File: src/rtl/core/odfs_pkg.sv
package odfs_pkg;

	localparam int MaxItems = 16;
	localparam int ValueW   = 32;

	typedef logic signed [ValueW-1:0] value_t;

	// Per-cycle command broadcast to every cell of the sorting chain.
	typedef struct packed {
		logic insert;
		logic shift;
	} cell_ctrl_t;

	typedef enum logic [1:0] {
		ST_FILL  = 2'b01,
		ST_DRAIN = 2'b10
	} state_t;

endpackage

File: src/rtl/core/odfs_if.sv
interface odfs_item_if;
	logic                  valid;
	logic                  ready;
	odfs_pkg::value_t      item_value;
	logic                  item_last;

	modport source (output valid, item_value, item_last, input ready);
	modport sink   (input valid, item_value, item_last, output ready);
endinterface

interface odfs_result_if;
	logic                  valid;
	logic                  ready;
	odfs_pkg::value_t      sorted_value;
	logic                  run_last;
	logic                  run_empty;
	logic                  overflowed;

	modport source (output valid, sorted_value, run_last, run_empty, overflowed, input ready);
	modport sink   (input valid, sorted_value, run_last, run_empty, overflowed, output ready);
endinterface

File: src/rtl/core/odfs_cell.sv
module odfs_cell (
	input  logic                   clk,
	input  logic                   arst_n,
	input  odfs_pkg::cell_ctrl_t   ctrl,
	input  odfs_pkg::value_t       new_value,
	input  odfs_pkg::value_t       prev_value,
	input  logic                   prev_valid,
	input  logic                   prev_gt,
	input  odfs_pkg::value_t       next_value,
	input  logic                   next_valid,
	output odfs_pkg::value_t       value,
	output logic                   valid,
	output logic                   gt
);

	odfs_pkg::value_t value_q;
	logic             valid_q;

	// An empty cell, or one holding a strictly smaller value, yields to the new value.
	assign gt    = !valid_q || (value_q < new_value);
	assign value = value_q;
	assign valid = valid_q;

	always_ff @(posedge clk) begin
		if (ctrl.shift) begin
			value_q <= next_value;
		end else if (ctrl.insert && gt) begin
			value_q <= prev_gt ? prev_value : new_value;
		end
	end

	always_ff @(posedge clk or negedge arst_n) begin
		if (!arst_n) begin
			valid_q <= 1'b0;
		end else if (ctrl.shift) begin
			valid_q <= next_valid;
		end else if (ctrl.insert && gt) begin
			valid_q <= prev_gt ? prev_valid : 1'b1;
		end
	end

endmodule

File: src/rtl/core/odd_filter_descending_sort_top.sv
// Channel  | Dir | Payload                                          | Role
// item_ch  | in  | item_value[31:0] signed, item_last               | one integer of the set
// result_ch| out | sorted_value[31:0] signed, run_last, run_empty,   | kept odd values,
//          |     | overflowed                                       | largest first
//
// Fill: one item per cycle; every cell of the 16-cell chain compares against the
// incoming value in parallel and the chain shifts open a slot in the same cycle.
// Drain: after the last item, one result per cycle while result_ch.ready is high (N kept
// values, or one empty result) shifted out of the head cell; item_ch.ready is low for
// the whole drain.
// Reset clears all cell valid bits and the overflow flag; output stalls simply hold the chain.
module odd_filter_descending_sort_top (
	input logic           clk,
	input logic           arst_n,
	odfs_item_if.sink     item_ch,
	odfs_result_if.source result_ch
);

	odfs_pkg::state_t        state_q;
	logic                    overflow_q;
	odfs_pkg::cell_ctrl_t    ctrl;
	odfs_pkg::value_t        cell_value [odfs_pkg::MaxItems];
	logic [odfs_pkg::MaxItems-1:0] cell_valid;
	logic [odfs_pkg::MaxItems-1:0] cell_gt;
	logic                    item_acc;
	logic                    result_acc;
	logic                    is_odd;
	logic                    full;

	assign item_acc   = item_ch.valid && item_ch.ready;
	assign result_acc = result_ch.valid && result_ch.ready;
	assign is_odd     = item_ch.item_value[0];
	assign full       = cell_valid[odfs_pkg::MaxItems-1];

	assign ctrl.insert = item_acc && is_odd && !full;
	assign ctrl.shift  = result_acc;

	genvar g;
	generate
		for (g = 0; g < odfs_pkg::MaxItems; g++) begin : g_cell
			odfs_pkg::value_t prev_value;
			logic             prev_valid;
			logic             prev_gt;
			odfs_pkg::value_t next_value;
			logic             next_valid;

			if (g == 0) begin : g_head
				assign prev_value = item_ch.item_value;
				assign prev_valid = 1'b0;
				assign prev_gt    = 1'b0;
			end else begin : g_body
				assign prev_value = cell_value[g-1];
				assign prev_valid = cell_valid[g-1];
				assign prev_gt    = cell_gt[g-1];
			end

			if (g == odfs_pkg::MaxItems - 1) begin : g_tail
				assign next_value = cell_value[g];
				assign next_valid = 1'b0;
			end else begin : g_mid
				assign next_value = cell_value[g+1];
				assign next_valid = cell_valid[g+1];
			end

			odfs_cell u_cell (
				.clk        (clk),
				.arst_n     (arst_n),
				.ctrl       (ctrl),
				.new_value  (item_ch.item_value),
				.prev_value (prev_value),
				.prev_valid (prev_valid),
				.prev_gt    (prev_gt),
				.next_value (next_value),
				.next_valid (next_valid),
				.value      (cell_value[g]),
				.valid      (cell_valid[g]),
				.gt         (cell_gt[g])
			);
		end
	endgenerate

	always_ff @(posedge clk or negedge arst_n) begin
		if (!arst_n) begin
			state_q    <= odfs_pkg::ST_FILL;
			overflow_q <= 1'b0;
		end else begin
			case (state_q)
				odfs_pkg::ST_FILL: begin
					if (item_acc && is_odd && full) begin
						overflow_q <= 1'b1;
					end
					if (item_acc && item_ch.item_last) begin
						state_q <= odfs_pkg::ST_DRAIN;
					end
				end
				odfs_pkg::ST_DRAIN: begin
					if (result_acc && result_ch.run_last) begin
						state_q    <= odfs_pkg::ST_FILL;
						overflow_q <= 1'b0;
					end
				end
				default: begin
					state_q <= odfs_pkg::ST_FILL;
				end
			endcase
		end
	end

	assign item_ch.ready          = (state_q == odfs_pkg::ST_FILL);
	assign result_ch.valid        = (state_q == odfs_pkg::ST_DRAIN);
	assign result_ch.sorted_value = cell_valid[0] ? cell_value[0] : '0;
	assign result_ch.run_empty    = !cell_valid[0];
	assign result_ch.run_last     = !cell_valid[1];
	assign result_ch.overflowed   = overflow_q;

	// Occupied cells always form a prefix of the chain.
	a_valid_prefix: assert property (@(posedge clk) disable iff (!arst_n)
		(cell_valid & (cell_valid + {{(odfs_pkg::MaxItems-1){1'b0}}, 1'b1})) == '0)
		else $error("cell valid bits are not contiguous from the head");

	a_no_overlap: assert property (@(posedge clk) disable iff (!arst_n)
		!(item_ch.ready && result_ch.valid))
		else $error("input taken while results are pending");

	a_empty_is_last: assert property (@(posedge clk) disable iff (!arst_n)
		result_ch.valid && result_ch.run_empty |-> result_ch.run_last)
		else $error("empty result not marked last");

	a_run_end_clears: assert property (@(posedge clk) disable iff (!arst_n)
		result_acc && result_ch.run_last |=> item_ch.ready && !overflow_q && !cell_valid[0])
		else $error("state not cleared after the final result");

endmodule
File: src/flat_wrapper.sv
// flat-port wrapper written by rule: the top's interface ports become plain ports
module odd_filter_descending_sort_top_flat 
  (clk, arst_n, item_ch_valid, item_ch_item_value, item_ch_item_last, item_ch_ready, result_ch_valid, result_ch_sorted_value, result_ch_run_last, result_ch_run_empty, result_ch_overflowed, result_ch_ready);
  odfs_item_if item_ch_i ();
  odfs_result_if result_ch_i ();
  input logic clk;
  input logic arst_n;
  input wire logic [$bits(item_ch_i.valid)-1:0] item_ch_valid;
  input wire logic [$bits(item_ch_i.item_value)-1:0] item_ch_item_value;
  input wire logic [$bits(item_ch_i.item_last)-1:0] item_ch_item_last;
  output wire logic [$bits(item_ch_i.ready)-1:0] item_ch_ready;
  output wire logic [$bits(result_ch_i.valid)-1:0] result_ch_valid;
  output wire logic [$bits(result_ch_i.sorted_value)-1:0] result_ch_sorted_value;
  output wire logic [$bits(result_ch_i.run_last)-1:0] result_ch_run_last;
  output wire logic [$bits(result_ch_i.run_empty)-1:0] result_ch_run_empty;
  output wire logic [$bits(result_ch_i.overflowed)-1:0] result_ch_overflowed;
  input wire logic [$bits(result_ch_i.ready)-1:0] result_ch_ready;
  assign item_ch_i.valid = item_ch_valid;
  assign item_ch_i.item_value = item_ch_item_value;
  assign item_ch_i.item_last = item_ch_item_last;
  assign item_ch_ready = item_ch_i.ready;
  assign result_ch_valid = result_ch_i.valid;
  assign result_ch_sorted_value = result_ch_i.sorted_value;
  assign result_ch_run_last = result_ch_i.run_last;
  assign result_ch_run_empty = result_ch_i.run_empty;
  assign result_ch_overflowed = result_ch_i.overflowed;
  assign result_ch_i.ready = result_ch_ready;
  odd_filter_descending_sort_top u_core (.clk(clk), .arst_n(arst_n), .item_ch(item_ch_i), .result_ch(result_ch_i));
endmodule
File: config.mk
export PLATFORM = sky130hd
export DESIGN_NAME = odd_filter_descending_sort_top_flat
export DESIGN_NICKNAME = d
export VERILOG_FILES = /design/src/rtl/core/odfs_pkg.sv /design/src/rtl/core/odfs_if.sv /design/src/rtl/core/odfs_cell.sv /design/src/rtl/core/odd_filter_descending_sort_top.sv /design/src/flat_wrapper.sv
export SDC_FILE = /design/constraint.sdc
export NUM_CORES = 2
export LEC_CHECK = 0
export ABC_CLOCK_PERIOD_IN_PS = 6550
export BUFFER_PORTS_ARGS = -buffer_cell sky130_fd_sc_hd__clkbuf_2
export CORE_ASPECT_RATIO = 1.25
export CORE_UTILIZATION = 30
export DETAILED_ROUTE_END_ITERATION = 10
export GPL_ROUTABILITY_DRIVEN = 0
export PLACE_DENSITY = 0.43
export SLEW_MARGIN = 30
export SYNTH_ARGS = -nofsm -noshare
export SYNTH_HDL_FRONTEND = slang
export SYNTH_SLANG_ARGS = --single-unit
File: constraint.sdc
create_clock -name clk -period 6.55 [get_ports clk]
set_input_delay 0.3275 -clock clk [delete_from_list [all_inputs] [get_ports clk]]
set_output_delay 0.3275 -clock clk [all_outputs]
set_load 0.02 [all_outputs]
[Word level (Yosys, flattened, before mapping)]
Index checks and enable logic that the tools add are counted.
Storage, ports and cells
  bits of input ports: 37
  word-level logic and storage cells: 230
  register bits: 531
  output and inout bits: 37
Cells by class
  order comparisons: 16
  reduce and logical (&&, ||, !) cells: 75
  bitwise logic cells: 1
  mux-type cells: 99
  equality and inequality tests: 5
Operator list (count)
  two-way mux 32 bit: 46
  less-than comparator 32 bit: 16
  two-way mux 1 bit: 49
  nonzero test 2 bit: 17
  logical AND 1 bit: 23
  zero test 1 bit: 16
  logical OR 1 bit: 16
  != test 2 bit, second input constant: 3
  two-way mux 2 bit: 2
  one-hot mux 2 bit (2 select lines): 1
  AND reduction 2 bit: 2
  AND reduction 3 bit: 1
  == test 2 x 1 -> 1 bit, second input constant: 1
  == test 2 bit, second input constant: 1
  one-hot mux 1 bit (2 select lines): 1
  inverter 1 bit: 1

[Depth between registers and ports, before layout]
  word-level depth: 7
  depth in mapped cells: 13

[Cells and area by module]
Synthesis repeated with hierarchy kept, for this count alone.
Unflattened totals
  cells, all modules: 4291
  area total of the unflattened synthesis: 40832.9 um^2
By module, submodules not included
  odfs_cell: cells each 265, sequential area each 985.9 um^2, times used 16, area each 2527.4 um^2
  odd_filter_descending_sort_top: cells each 51, sequential area each 76.3 um^2, times used 1, area each 394.1 um^2

[Least setup slack after synthesis]
Ideal clock, no wire load.
  kind: input -> register
  from: input port item_ch_item_value[13]
  to: register u_core.g_cell[14].u_cell.value_q[0] (enable)
  arrival time: 5047 ps
  stages: 12
  setup slack: 1037 ps
  cells stage by stage: clkbuf_1 -> inv_1 -> ha_1 -> a21o_1 -> a21o_1 -> a221o_1 -> a31oi_1 -> o21ai_1 -> a221oi_2 -> mux2i_1 -> buf_6 -> o21ai_0
Between the ends
  word-level cells in the longest chain between the ends: 4
RTL lines
  from (decl): RTL line flat_wrapper.sv:9  | input wire logic [$bits(item_ch_i.item_value)-1:0] item_ch_item_value;
  less-than comparator 32 bit: RTL line odfs_cell.sv:20  | assign gt = !valid_q || (value_q < new_value);
  logical OR 1 bit: RTL line odfs_cell.sv:20
  logical AND 1 bit: RTL line odfs_cell.sv:27  | end else if (ctrl.insert && gt) begin
  nonzero test 2 bit (no line)
  to (signal assigned): RTL line odfs_cell.sv:26  | value_q <= next_value;
  to (signal assigned): RTL line odfs_cell.sv:28  | value_q <= prev_gt ? prev_value : new_value;
  to (decl): RTL line odfs_cell.sv:16  | odfs_pkg::value_t value_q;
No other way between the ends.
A chain may end at the register's enable or synchronous reset.

[Worst setup path after layout]
  from: input port item_ch_item_value[5]
  to: register u_core.g_cell[15].u_cell.value_q[4], data pin
Between the ends
  word-level cells in the longest chain between the ends: 3
RTL lines (RTL line)
  less-than comparator 32 bit: odfs_cell.sv:20
  logical OR 1 bit: odfs_cell.sv:20
  two-way mux 32 bit: odfs_cell.sv:28
  to (signal assigned): odfs_cell.sv:26
  to (signal assigned): odfs_cell.sv:28
  to (decl): odfs_cell.sv:16
No other way between the ends.

==> run summary <==
Status: finished, violations left
Failing checks: DRC
Initial antenna violation count: 5
Area share of the largest cell type after synthesis: 0.418
Placed Cells: 5117
Clk_skew: 25.8 ps
Fin Setup TNS: 0 ps
Worst hold path class: input port to register
Row cnt: 143
EDFF count, synth: 512
Async set or reset register ratio after synthesis: 0.0358
RSZ-0062 raised after global routing: false
Clock Path Buffers: 3
Num CTS Buffers: 70
Fmax: 242 MHz
Area contributors post-synth: edfxtp_1 42%, ha_1 16%, mux2i_1 11%
Post-route ant nets: 0
DP Wirelength: 84200 um
Vias per cell: 5.22
Finished Layout Cells: 5247
Vias in the first global route: 28.5k
Die width: 315 um
Critical path class: input port to register
P_leak: 16.1 nW
DRT Wirelength: 114000 um
Biggest area consumer among synthesized cells: edfxtp_1
CP Data Arrival Time: 4500 ps
Fin crit share: 0.631
Nets@finish: 4101
Fillcell total: 12.4k
CTS tree: yes
Gr ovfl total: 0
Post-synthesis area per instance: 10.2 sq um
FF+latch count, synth: 531
Clk_lat worst skew: 630 ps
Ys Warns: 0
# clock sinks: 531
Fraction of layout cells with a size suffix above 1: 0.0822
Root Buffer: clkbuf_16
Number of I/O pins: 74
WL/cell: 21.8 um
Initial Utilization: 0.303
Die Y: 393 um
Clock-pin slew on the worst setup and hold paths: 50 ps
Startpoint Class: input port
Hold Vio Cnt, Final: 0
Crit path capture type: register
Syn Inst Count: 3587
Port Buffers: 73
Max-slew violations: 0
First drt pass iteration count: 10
Rel. slew slack: 0.409
Pin count of the biggest net entering global routing: 230
Pwr Total: 0.00990 W
Number of max-cap violations: 0
Setup violators final: 0
Die area: 124000 sq um
Drc violations: 8
H-tree Lvls: 3
Syn nets: 4089
Worst EP required: 6910 ps
Top_reg_cell synth: edfxtp_1
Critical-path maximum fanout: 32
Netlist cell types: 58
Netlist Area Pre-Place: 36800 sq um
PwrDens: 240 nW/um^2
Worst-Margin Slew: 886 ps
Maximum vdd drop: 0.000144 V
Crit path time final: 4140 ps
1st-iter DRT viols: 1508
Vias: 27.4k
Core area: 121000 sq um
GRT Util Overall: 0.183
Area Growth Syn to Fin: 12.3%
Sequential-to-total area share from yosys stat: 0.431
First-pass GRT wire length: 176000 um
# resized after CTS: 0
[sequential cells by signal, summed over array words and instances, names as in the netlist]
signal and count:
u_core.state_q 2, u_core.g_cell.u_cell.valid 16, u_core.result_ch.overflowed 1, u_core.g_cell.u_cell.value 512
[path summary, 6_finish.rpt]
check | start | end | slack [ps] | cells after the start
worst min register to register | u_core.g_cell[15].u_cell.value[4] | u_core.g_cell[14].u_cell.value[4] | 530 | 2
worst max-delay path | item_ch_item_value[5] | u_core.g_cell[15].u_cell.value[4] | 2410 | 13
worst max register to register | u_core.g_cell[14].u_cell.value[5] | u_core.g_cell[15].u_cell.value[4] | 2650 | 10
max in group asynchronous | arst_n | u_core.g_cell[14].u_cell.valid | 5810 | 2
min in group asynchronous | arst_n | u_core.state_q[1] | 270 | 2
worst min-delay path | result_ch_ready | u_core.state_q[1] | 70 | 3
[synthesized netlist by cell type, drive strengths merged (5+ instances only)]
| cell type | n |
|---|---|
| or3 | 5 |
| and2 | 35 |
| a21oi | 335 |
| nand2b | 23 |
| a21o | 62 |
| clkbuf | 150 |
| inv | 44 |
| a2111oi | 5 |
| nand4 | 37 |
| and4 | 33 |
| edfxtp | 512 |
| nor2 | 185 |
| nor4 | 10 |
| nand3 | 29 |
| a221oi | 31 |
| a211oi | 6 |
| o211ai | 7 |
| dfrtp | 18 |
| nor3 | 15 |
| nand2 | 555 |
| mux2i | 424 |
| ha | 465 |
| o22a | 10 |
| a2111o | 7 |
| o21a | 10 |
| o21ai | 455 |
| buf | 55 |
| mux2 | 32 |
| a31oi | 5 |
[cell families after synthesis]
kind of cell / count (synthesis) / synth area share
simple gates: 933 / 0.109
flops: 531 / 0.431
fa+ha+maj: 465 / 0.158
xor+xnor: 1 / 0.000238
compound gates: 952 / 0.144
mux: 456 / 0.126
buf+inv: 249 / 0.0307
[cell type report]
| type | instances | area [sq um] | area share |
|---|---|---|---|
| Multi-Input combinational cell | 2807 | 20100 | 0.487 |
| Inverter | 44 | 165 | 0.00400 |
| Clock buffer | 101 | 1970 | 0.0478 |
| Sequential cell | 531 | 15900 | 0.384 |
| Tap cell | 1595 | 2000 | 0.0484 |
| Antenna cell | 3 | 7.51 | 0.000182 |
| Timing Repair Buffer | 145 | 1040 | 0.0253 |
| Clock inverter | 21 | 136 | 0.00330 |
[cells in the final DEF, fill, tap and decap left out, drive strengths merged, types with 35 or more instances in the layout]
cell type and instances:
and2 35, clkbuf 174, nor2 185, edfxtp 512, mux2i 424, nand4 37, inv 46, nand2 555
a21oi 335, o21ai 455, buf 70, a21o 62, ha 465
[through the flow]
| stage | hold WS [ps] | cell area, sq um | setup WS (ps) | utilization |
|---|---|---|---|---|
| finish | 66.4 | 41300 | 2410 | 0.340 |
| global route | 80.7 | 41300 | 2090 | 0.340 |
| CTS | 32.8 | 41200 | 2400 | 0.339 |
| detailed placement | 406 | 39000 | 1730 | 0.321 |
| global placement | 407 | 39000 | 1810 | 0.321 |
| floorplan | 31.9 | 36800 | 1040 | - |
[per-layer routing]
layer,GRT usage,vias up,wire length [um]
li1,-,13400,-
met1,0.228,13500,49300
met2,0.334,356,59700
met3,0.0224,125,3520
met4,0.0397,6,1970
met5,0,-,44
[worst max-delay path: stages]
cell and delay (ps):
clkbuf_2 80, buf_4 200, inv_1 630, ha_1 370
a21oi_1 160, o21ai_0 220, a221o_1 410, a31oi_1 150
o21ai_1 200, a221oi_2 450, mux2i_4 330, buf_4 480
mux2_2 390
[power by group]
group          internal [W]  leakage, nW  total [W]  switching [W]
clock network       0.00213         1.03    0.00371        0.00158
registers           0.00399         4.80    0.00411       0.000120
logic              0.000847         10.2    0.00209        0.00124
[repair_timing]
item / 4_1_cts / 5_1_grt
hold buffers: 2 / 0
endpoints found under the hold margin: 20 / 0
buffers inserted: 0 / 0
No activity file was read; power rests on OpenSTA's default activity.
